$ cat src/hdl/sqct_pkg.sv
// Shared types, constants and helpers for the sprite quad corner transform.
`default_nettype none
package sqct_pkg;

  localparam logic [1:0] ALIGN_CENTRE = 2'd1;
  localparam logic [1:0] ALIGN_END    = 2'd2;

  localparam logic [1:0] CORNER_LAST  = 2'd3;

  localparam logic STATUS_OK      = 1'b0;
  localparam logic STATUS_BAD_SRC = 1'b1;

  // One sprite as set up by the front end, positions in 1/32 units.
  typedef struct packed {
    logic               err;
    logic signed [19:0] lx0;
    logic signed [19:0] lx1;
    logic signed [19:0] ly0;
    logic signed [19:0] ly1;
    logic signed [19:0] spx;
    logic signed [19:0] spy;
    logic signed [19:0] pvx;
    logic signed [19:0] pvy;
    logic signed [15:0] tx;
    logic signed [15:0] ty;
    logic signed [15:0] scx;
    logic signed [15:0] scy;
    logic signed [15:0] c;
    logic signed [15:0] s;
    logic signed [19:0] px;
    logic signed [19:0] py;
    logic        [16:0] u0;
    logic        [16:0] u1;
    logic        [16:0] v0;
    logic        [16:0] v1;
    logic        [15:0] layer;
  } sprite_t;

  // Per-corner data carried alongside the arithmetic.
  typedef struct packed {
    logic               err;
    logic               last;
    logic        [1:0]  idx;
    logic        [16:0] u;
    logic        [16:0] v;
    logic        [15:0] z;
    logic signed [19:0] px;
    logic signed [19:0] py;
  } tag_t;

  // Alignment offset in 1/32 units from a length in 1/16 units.
  function automatic logic signed [19:0] align_off(input logic [1:0] code,
                                                   input logic [15:0] len);
    logic signed [19:0] r;
    case (code)
      ALIGN_CENTRE: r = $signed({4'b0, len});
      ALIGN_END:    r = $signed({3'b0, len, 1'b0});
      default:      r = '0;
    endcase
    return r;
  endfunction

endpackage
`default_nettype wire

$ cat src/hdl/sqct_front.sv
// Front end: takes sprites, sorts out empty and bad-source ones, sets up geometry.
`default_nettype none
module sqct_front (
  input  wire logic              clk,
  input  wire logic              rst_n,
  input  wire logic              in_valid,
  output logic                   in_ready,
  input  wire logic [19:0]       in_pos_x,
  input  wire logic [19:0]       in_pos_y,
  input  wire logic [31:0]       in_size_wh,
  input  wire logic [31:0]       in_scale_xy,
  input  wire logic [15:0]       in_rot_cos,
  input  wire logic [15:0]       in_rot_sin,
  input  wire logic [31:0]       in_skew_tan_xy,
  input  wire logic [13:0]       in_align_flip,
  input  wire logic [31:0]       in_src_uv,
  input  wire logic [31:0]       in_src_wh,
  input  wire logic [15:0]       in_layer,
  output logic                   q_valid,
  input  wire logic              q_ready,
  output sqct_pkg::sprite_t      q_data
);
  import sqct_pkg::*;

  logic    fr_valid_r, fr_valid_nxt;
  sprite_t fr_r, fr_nxt;
  logic [15:0] w, h, su, sv, sw, sh;
  logic signed [19:0] ax, ay;
  logic bad_src, empty;

  assign in_ready = !fr_valid_r || q_ready;
  assign q_valid  = fr_valid_r;
  assign q_data   = fr_r;

  always_comb begin
    w  = in_size_wh[15:0];
    h  = in_size_wh[31:16];
    su = in_src_uv[15:0];
    sv = in_src_uv[31:16];
    sw = in_src_wh[15:0];
    sh = in_src_wh[31:16];
    bad_src = (sw == '0) || (sh == '0);
    empty   = (w == '0) || (h == '0);
    ax = align_off(in_align_flip[1:0], w);
    ay = align_off(in_align_flip[3:2], h);

    fr_nxt.err   = bad_src;
    fr_nxt.lx0   = -ax;
    fr_nxt.lx1   = $signed({3'b0, w, 1'b0}) - ax;
    fr_nxt.ly0   = -ay;
    fr_nxt.ly1   = $signed({3'b0, h, 1'b0}) - ay;
    fr_nxt.pvx   = align_off(in_align_flip[5:4], w) - ax;
    fr_nxt.pvy   = align_off(in_align_flip[7:6], h) - ay;
    fr_nxt.spx   = align_off(in_align_flip[9:8], w) - ax;
    fr_nxt.spy   = align_off(in_align_flip[11:10], h) - ay;
    fr_nxt.tx    = $signed(in_skew_tan_xy[15:0]);
    fr_nxt.ty    = $signed(in_skew_tan_xy[31:16]);
    fr_nxt.scx   = $signed(in_scale_xy[15:0]);
    fr_nxt.scy   = $signed(in_scale_xy[31:16]);
    fr_nxt.c     = $signed(in_rot_cos);
    fr_nxt.s     = $signed(in_rot_sin);
    fr_nxt.px    = $signed(in_pos_x);
    fr_nxt.py    = $signed(in_pos_y);
    fr_nxt.u0    = in_align_flip[12] ? {1'b0, su} + {1'b0, sw} : {1'b0, su};
    fr_nxt.u1    = in_align_flip[12] ? {1'b0, su} : {1'b0, su} + {1'b0, sw};
    fr_nxt.v0    = in_align_flip[13] ? {1'b0, sv} + {1'b0, sh} : {1'b0, sv};
    fr_nxt.v1    = in_align_flip[13] ? {1'b0, sv} : {1'b0, sv} + {1'b0, sh};
    fr_nxt.layer = in_layer;

    fr_valid_nxt = fr_valid_r && !q_ready;
    if (in_valid && in_ready) begin
      // an empty sprite with a good source gives nothing
      fr_valid_nxt = bad_src || !empty;
    end
  end

  always_ff @(posedge clk) begin
    if (!rst_n) begin
      fr_valid_r <= 1'b0;
    end else begin
      fr_valid_r <= fr_valid_nxt;
    end
  end

  always_ff @(posedge clk) begin
    if (in_valid && in_ready) begin
      fr_r <= fr_nxt;
    end
  end

endmodule
`default_nettype wire

$ cat config.mk
export PLATFORM = sky130hd
export DESIGN_NAME = sqct_front
export DESIGN_NICKNAME = d
export VERILOG_FILES = /design/src/hdl/sqct_pkg.sv /design/src/hdl/sqct_front.sv
export SDC_FILE = /design/constraint.sdc
export NUM_CORES = 1
export LEC_CHECK = 0
export BUFFER_PORTS_ARGS = -buffer_cell sky130_fd_sc_hd__buf_4
export CAP_MARGIN = 40
export CORE_AREA = 3 3 253 255
export CTS_CLUSTER_SIZE = 40
export DETAILED_ROUTE_END_ITERATION = 10
export DIE_AREA = 0 0 256 258
export GPL_TIMING_DRIVEN = 0
export HOLD_SLACK_MARGIN = 0.08
export PLACE_DENSITY_LB_ADDON = 0.05
export SYNTH_ARGS = -nofsm -noshare
export SYNTH_HDL_FRONTEND = slang
export SYNTH_SLANG_ARGS = --single-unit
export TNS_END_PERCENT = 5
$ cat constraint.sdc
create_clock -name clk -period 28.9 [get_ports clk]
set_clock_uncertainty 0.2 [all_clocks]
set_input_delay 1.445 -clock clk [delete_from_list [all_inputs] [get_ports clk]]
set_output_delay 1.445 -clock clk [all_outputs]
set_load 0.02 [all_outputs]
==> metrics.yaml, run 1 <==
clock_network:
  tritoncts: "yes"
  clk_path_buf_depth: 3
  post_cts_buffers: 0
  clk_latency_ns: 0.59
  path_clk_slew_ns: 0.06
  hold_buffers: 0
  cts_made_buffers: 45
  post_cts_resized: 0
  clkSinkCount: 380
  htree_levels: 2
  cts_root_buf: "clkbuf_16"
status:
  status: "finished, final reports clean"
timing:
  hold_violations: 0
  maxSlewHeadroom: 0.456
  finalSetupTns_ns: 0
  period_minus_slack_ns: 5.23
  slew_viol_final: 0
  finalCritPeriodShare: 0.181
  setup-violations-final: 0
  clock.fmax_mhz: 191
  rsz0062_at_grt: "no"
  worstMarginPinSlew_ns: 0.808
route:
  drc: 0
  viasPerCell: 4.98
  drtPass1Iterations: 5
  wl_per_cell_um: 22.2
  postRouteAntennaNets: 0
  initialDrtViolationCount: 756
  vias: 16300
  routed_wl_mm: 72.7
logic_synthesis:
  synthArstFlopShare: 0
  synthesis.nets: 2113
  synth.cell_area_um2: 20400
  ys_ff_latch: 380
  yosysTopAreaCell: "edfxtp_1"
  syn-mean-instance-area_um2: 12.1
  synth_cells: 1696
  synth_common_cells: "edfxtp_1, ha_1, nor2_1"
  yosys_warnings: 0
  seq_area_frac_synth: 0.558
  synthFlopType: "edfxtp_1"
  yosysMostFrequentCell: "edfxtp_1"
  yosysUniqueCellTypes: 75
  ys_top_cells_by_area: "edfxtp_1, ha_1, xnor2_1"
  synth_edf_count: 379
  netlist.area_leader.share: 0.557
final_layout:
  final_core_util: 0.452
  multi_input_area_um2: 8450
  fillerInstances: 5891
  seq_area_um2: 11400
  area_growth_pct: 36.8
  num-nets-final: 2813
  layout-drive-gt1-share: 0.315
worst_setup_path:
  worstPathRequired_ns: 29.03
  crit_path_end_kind: "flip-flop"
  r2r_start: "q_valid"
  crit_slowest_cell: "a22oi_1"
  rr_endpoint: "q_data[168]"
  ff2ff_setup_slack_ns: 26.28
  crit_type: "input pin to flip-flop"
  cp.arrival_ns: 5.37
  rr_worst_depth: 5
  cp_slowest_stage_delay_ns: 0.65
  cp-startpoint: "in_align_flip[1]"
  crit_end: "q_data[352]"
  start_kind: "input pin"
  crit_chain: "buf_4, ha_1, clkbuf_1, nor2b_1, clkbuf_1, a22oi_1, inv_1, fa_1, nor2b_1, o21a_1, o21ai_0, a211o_1, nand3b_1, nor4_1, a211o_1"
  worstPathMaxFanout: 10
global_routing:
  grtUsageTotal: 0.211
  grt.busiest_layer: "met2"
  use_met2: 0.359
  met3_usage: 0.0744
  grt_max_degree: 66
  grt-ovfl-total: 0
  use_met1: 0.251
  grt_pass1_vias: 16400
  antenna_found_initial: 15
  grt_pass1_wl_mm: 105
power_and_ir_drop:
  leakage_uw: 0.0115
  powerDensity_nw_per_um2: 62.6
  pwr-share-comb: 0.277
  seqPwrFrac: 0.405
  clkPwrFrac: 0.319
  ir_drop_mv: 0.0423
  internal-power_uw: 1210
  p_sw_uw: 543
  swShare: 0.310
run:
  maxCapViolations: 0
floorplan:
  pin_count: 649
  num_rows: 91
  design.core.area_um2: 61800
  die_w_um: 256
  chipHeight_um: 258
  initial_core_util: 0.331
  dieArea_um2: 66000
place:
  place_congestion: 0.963
  port_buffers: 647
  dpl.hpwl_mm: 58.9
hold_path:
  worstHoldPathType: "flip-flop to flip-flop"
==> worst min-delay path by stage <==
stage | start | to | slack [ns] | cells after the start
after floorplan | q_valid | q_valid | 0.55 | 2
after global placement | q_valid | q_valid | 0.32 | 2
after detailed placement | q_valid | q_valid | 0.33 | 2
after CTS | q_valid | q_valid | 0.34 | 2
after global routing | q_valid | q_valid | 0.38 | 2
final | q_valid | q_valid | 0.34 | 2
==> state kept, by name, indices dropped and copies added (netlist names) <==
register,flops
q_data,379
q_valid,1
==> kinds of logic (layout without fill, tap and decap cells) <==
logic type | count (synthesis) | count (layout) | share of synthesized area
xor gates and xnor gates | 126 | 126 | 0.0540
buffers and inverters | 151 | 885 | 0.0286
adders and majority gates | 151 | 151 | 0.0950
DFF | 380 | 380 | 0.558
and+or+nand+nor | 395 | 395 | 0.0955
muxes | 29 | 29 | 0.0152
other | 0 | 11 | 0
AOI/OAI and AO/OA | 464 | 464 | 0.154
==> critical path, delay by kind of cell <==
kind / cells / cell delay (ns)
buffers and inverters: 4 / 0.94
AOI/OAI and AO/OA: 5 / 1.67
and+or+nand+nor: 4 / 0.51
adders and majority gates: 2 / 0.78
==> power groups by stage <==
stage	clock (uW)	combinational, uW	sequential, uW
after CTS	577	489	709
final	558	484	708
after floorplan	0	214	801
after global routing	600	526	713
after detailed placement	0	487	720
after global placement	0	480	738
==> layout make-up <==
class                      count  area share
clock buffer                  56      0.0417
inverter                      82      0.0110
sequential                   380       0.408
clock inverter                25     0.00922
timing repair buffer         653       0.180
multi-input combinational   1165       0.302
antenna                       11    0.000984
buffer                        69     0.00993
tap                          837      0.0375
==> cells in the final DEF, fill, tap and decap left out, types with 20 or more instances in the layout <==
| cell type | instances |
|---|---|
| a21o_1 | 33 |
| nand2_1 | 92 |
| nor2b_1 | 27 |
| buf_4 | 649 |
| xor2_1 | 56 |
| o21a_1 | 28 |
| ha_1 | 144 |
| inv_1 | 81 |
| edfxtp_1 | 379 |
| clkbuf_1 | 72 |
| clkbuf_16 | 45 |
| a22oi_1 | 46 |
| o21ai_0 | 105 |
| nor2_1 | 110 |
| a22o_1 | 45 |
| a21oi_1 | 95 |
| nor3_1 | 34 |
| nor4_1 | 20 |
| xnor2_1 | 70 |
==> layer usage <==
layer,part of all wire,vias up
li1,-,7857
met1,0.41,7875
met2,0.48,498
met3,0.081,91
met4,0.025,6
met5,0.00056,-
==> stage by stage <==
stage / power [uW] / hold slack (ns) / std cells / worst slack, ns / instance area, um2
6_report: 1750 / 0.340 / 3278 / 23.67 / 28000
5_1_grt: 1840 / 0.383 / 3276 / 23.40 / 28000
4_1_cts: 1780 / 0.344 / 3267 / 23.67 / 27900
3_5_place_dp: 1210 / 0.332 / 3186 / 23.06 / 26500
3_3_place_gp: 1220 / 0.322 / 3180 / 13.50 / 26300
2_1_floorplan: 1010 / 0.549 / 1696 / 17.60 / 20400
(Power assumes the default switching activity.)
==> run 2, diff against run 1 <==
==> constraint.sdc (replaced) <==
create_clock -name clk -period 4.7 [get_ports clk]
set_clock_uncertainty 0.2 [all_clocks]
set_input_delay 0.235 -clock clk [delete_from_list [all_inputs] [get_ports clk]]
set_output_delay 0.235 -clock clk [all_outputs]
set_load 0.02 [all_outputs]
==> metrics.yaml, run 2 (same netlist as run 1, synthesis figures left out) <==
timing:
  hold_violations: 0  # unchanged
  maxSlewHeadroom: 0.471  # +0.0153
  rsz0062_at_grt: "no"
  worstMarginPinSlew_ns: 0.793  # -0.0154 ns
  finalCritPeriodShare: 0.905
  fin_ws_ns: 0.446  # -23.22 ns
  finalSetupTns_ns: 0  # unchanged
  setup-violations-final: 0  # unchanged
  clock.fmax_mhz: 235
  slew_viol_final: 0  # unchanged
  period_minus_slack_ns: 4.25
power_and_ir_drop:
  internal-power_uw: 7470  # +520%
  ir_drop_mv: 0.238  # +460%
  leakage_uw: 0.0127  # +9.9%
  swShare: 0.309  # -0.00104
  p_sw_uw: 3350  # +520%
  powerDensity_nw_per_um2: 353  # +460%
  pwr-share-comb: 0.296  # +0.019
  seqPwrFrac: 0.403  # -0.002
  clkPwrFrac: 0.302  # -0.017
final_layout:
  instances_no_fill: 3549  # +8.3%
  layout_common_cells: "buf_4, edfxtp_1, dlygate4sd3_1, ha_1, nor2_1"
  num-nets-final: 3089  # +9.8%
  final_core_util: 0.495  # +0.0432
  largest_reg_flops: 379  # unchanged
  stdcell_area_um2: 30600  # +9.5%
  area_growth_pct: 49.9
  final_common_cell: "buf_4"
  layout-drive-gt1-share: 0.283  # -0.0318
worst_setup_path:
  crit_path_end_kind: "flip-flop"
  crit_chain: "buf_4, ha_1, clkbuf_1, nor2b_1, clkbuf_1, a22oi_1, ha_1, a2111o_1, a31o_2, a21oi_4, nor2_2, a221oi_4, xnor2_1, dlygate4sd3_1"
  cp.arrival_ns: 4.37  # -1.00 ns
  ff2ff_setup_slack_ns: 2.02  # -24.26 ns
  worstPathRequired_ns: 4.82  # -24.21 ns
  rr_worst_depth: 5  # unchanged
  cp_slowest_stage_delay_ns: 0.58  # -0.07 ns
  crit_type: "input pin to flip-flop"
  start_kind: "input pin"
  crit_slowest_cell: "a22oi_1"
  r2r_start: "q_valid"
  worstPathMaxFanout: 10  # unchanged
  rr_endpoint: "q_data[232]"
hold_path:
  holdPathStages: 4  # +2
  min_to: "q_data[361]"
  min-delay-start: "in_size_wh[0]"
  worstHoldPathType: "input pin to flip-flop"
place:
  port_buffers: 647  # unchanged
  place_congestion: 0.896  # -7.0%
  dp_cells: 3187  # +0.031%
  pre_cts_slack_ns: 0.100  # -22.96 ns
  placed_area_um2: 26500  # about the same
  dpl.hpwl_mm: 57.5  # -2.4%
floorplan:
  num_rows: 91  # unchanged
  design.core.area_um2: 61800  # unchanged
  die_w_um: 256  # unchanged
  pin_count: 649  # unchanged
  chipHeight_um: 258  # unchanged
  dieArea_um2: 66000  # unchanged
  initial_core_util: 0.331  # unchanged
global_routing:
  grt-ovfl-total: 0  # unchanged
  grt_pass1_vias: 17800  # +8.6%
  grtUsageTotal: 0.212  # +0.00123
  grt_max_degree: 69  # +4.5%
  antenna_found_initial: 6  # -9
  grt_pass1_wl_mm: 108  # +3.0%
route:
  initialDrtViolationCount: 792  # +4.8%
  viasPerCell: 4.87  # -2.3%
  drtPass1Iterations: 5  # unchanged
  routed_wl_mm: 72.7  # about the same
  wl_per_cell_um: 20.5  # -7.6%
  drc: 0  # unchanged
  vias: 17300  # +5.8%
  postRouteAntennaNets: 0  # unchanged
clock_network:
  clk_latency_ns: 0.59  # about the same
  cts_root_buf: "clkbuf_16"
  clkSinkCount: 380  # unchanged
  path_clk_slew_ns: 0.06  # about the same
  clk_path_buf_depth: 3  # unchanged
  cts_made_buffers: 45  # unchanged
  tritoncts: "yes"
  htree_levels: 2  # unchanged
status:
  status: "finished, final reports clean"
run:
  maxCapViolations: 0  # unchanged
==> run 2: power by group through the flow <==
stage | clock network (uW) | logic, uW | registers, uW
after floorplan | 0 | 1320 | 4870
after global placement | 0 | 2930 | 4450
after detailed placement | 0 | 2970 | 4420
after CTS | 3380 | 3220 | 4360
after global routing | 3510 | 3470 | 4390
final | 3260 | 3200 | 4350
==> run 2: worst max path at each step <==
stage,end,startpoint,cells past startpoint
floorplan,q_data[0],q_valid,2
global placement,q_data[138],q_ready,3
detailed placement,q_data[352],in_align_flip[1],15
CTS,q_data[355],in_align_flip[1],14
global route,q_data[355],in_align_flip[1],14
finish,q_data[355],in_align_flip[1],14
==> run 2: cell type report <==
cell class                 count  area [um2]
timing repair buffer         929        7780
clock inverter                26         155
inverter                      82         308
tap                          837        1050
fill                        5650       31200
buffer                        69         278
clock buffer                  56        1200
multi-input combinational   1165        8450
sequential                   380       11400
antenna                        5        12.5
==> run 2: through the flow <==
step / hold slack (ns) / total power (uW)
CTS: 0.0811 / 11000
global route: 0.110 / 11400
floorplan: 0.134 / 6190
global placement: 0.213 / 7380
finish: 0.126 / 10800
detailed placement: 0.214 / 7390
==> run 2: routing by layer <==
metal  wire, um  track usage  share of wire  up-vias
met5         13            0        0.00018        -
met4       1890       0.0572          0.026        2
met3       4680       0.0553          0.064       90
met2      36100        0.374           0.50      501
met1      30000        0.257           0.41     8301
li1           -            -              -     8383
==> run 2: worst max-delay path, delay by kind of cell <==
kind / cells / cell delay [ns]
buffers and inverters: 4 / 1.31
adders and majority gates: 2 / 0.69
xor gates and xnor gates: 1 / 0.10
and+or+nand+nor: 2 / 0.24
AOI/OAI and AO/OA: 5 / 1.75
==> run 2: what timing repair did <==
item                       in CTS  in global routing
setup buffers                   0                  0
hold endpoints to repair      261                  0
hold buffers                  275                  0
setup endpoints to repair       0                  0
gates resized for setup         0                  0
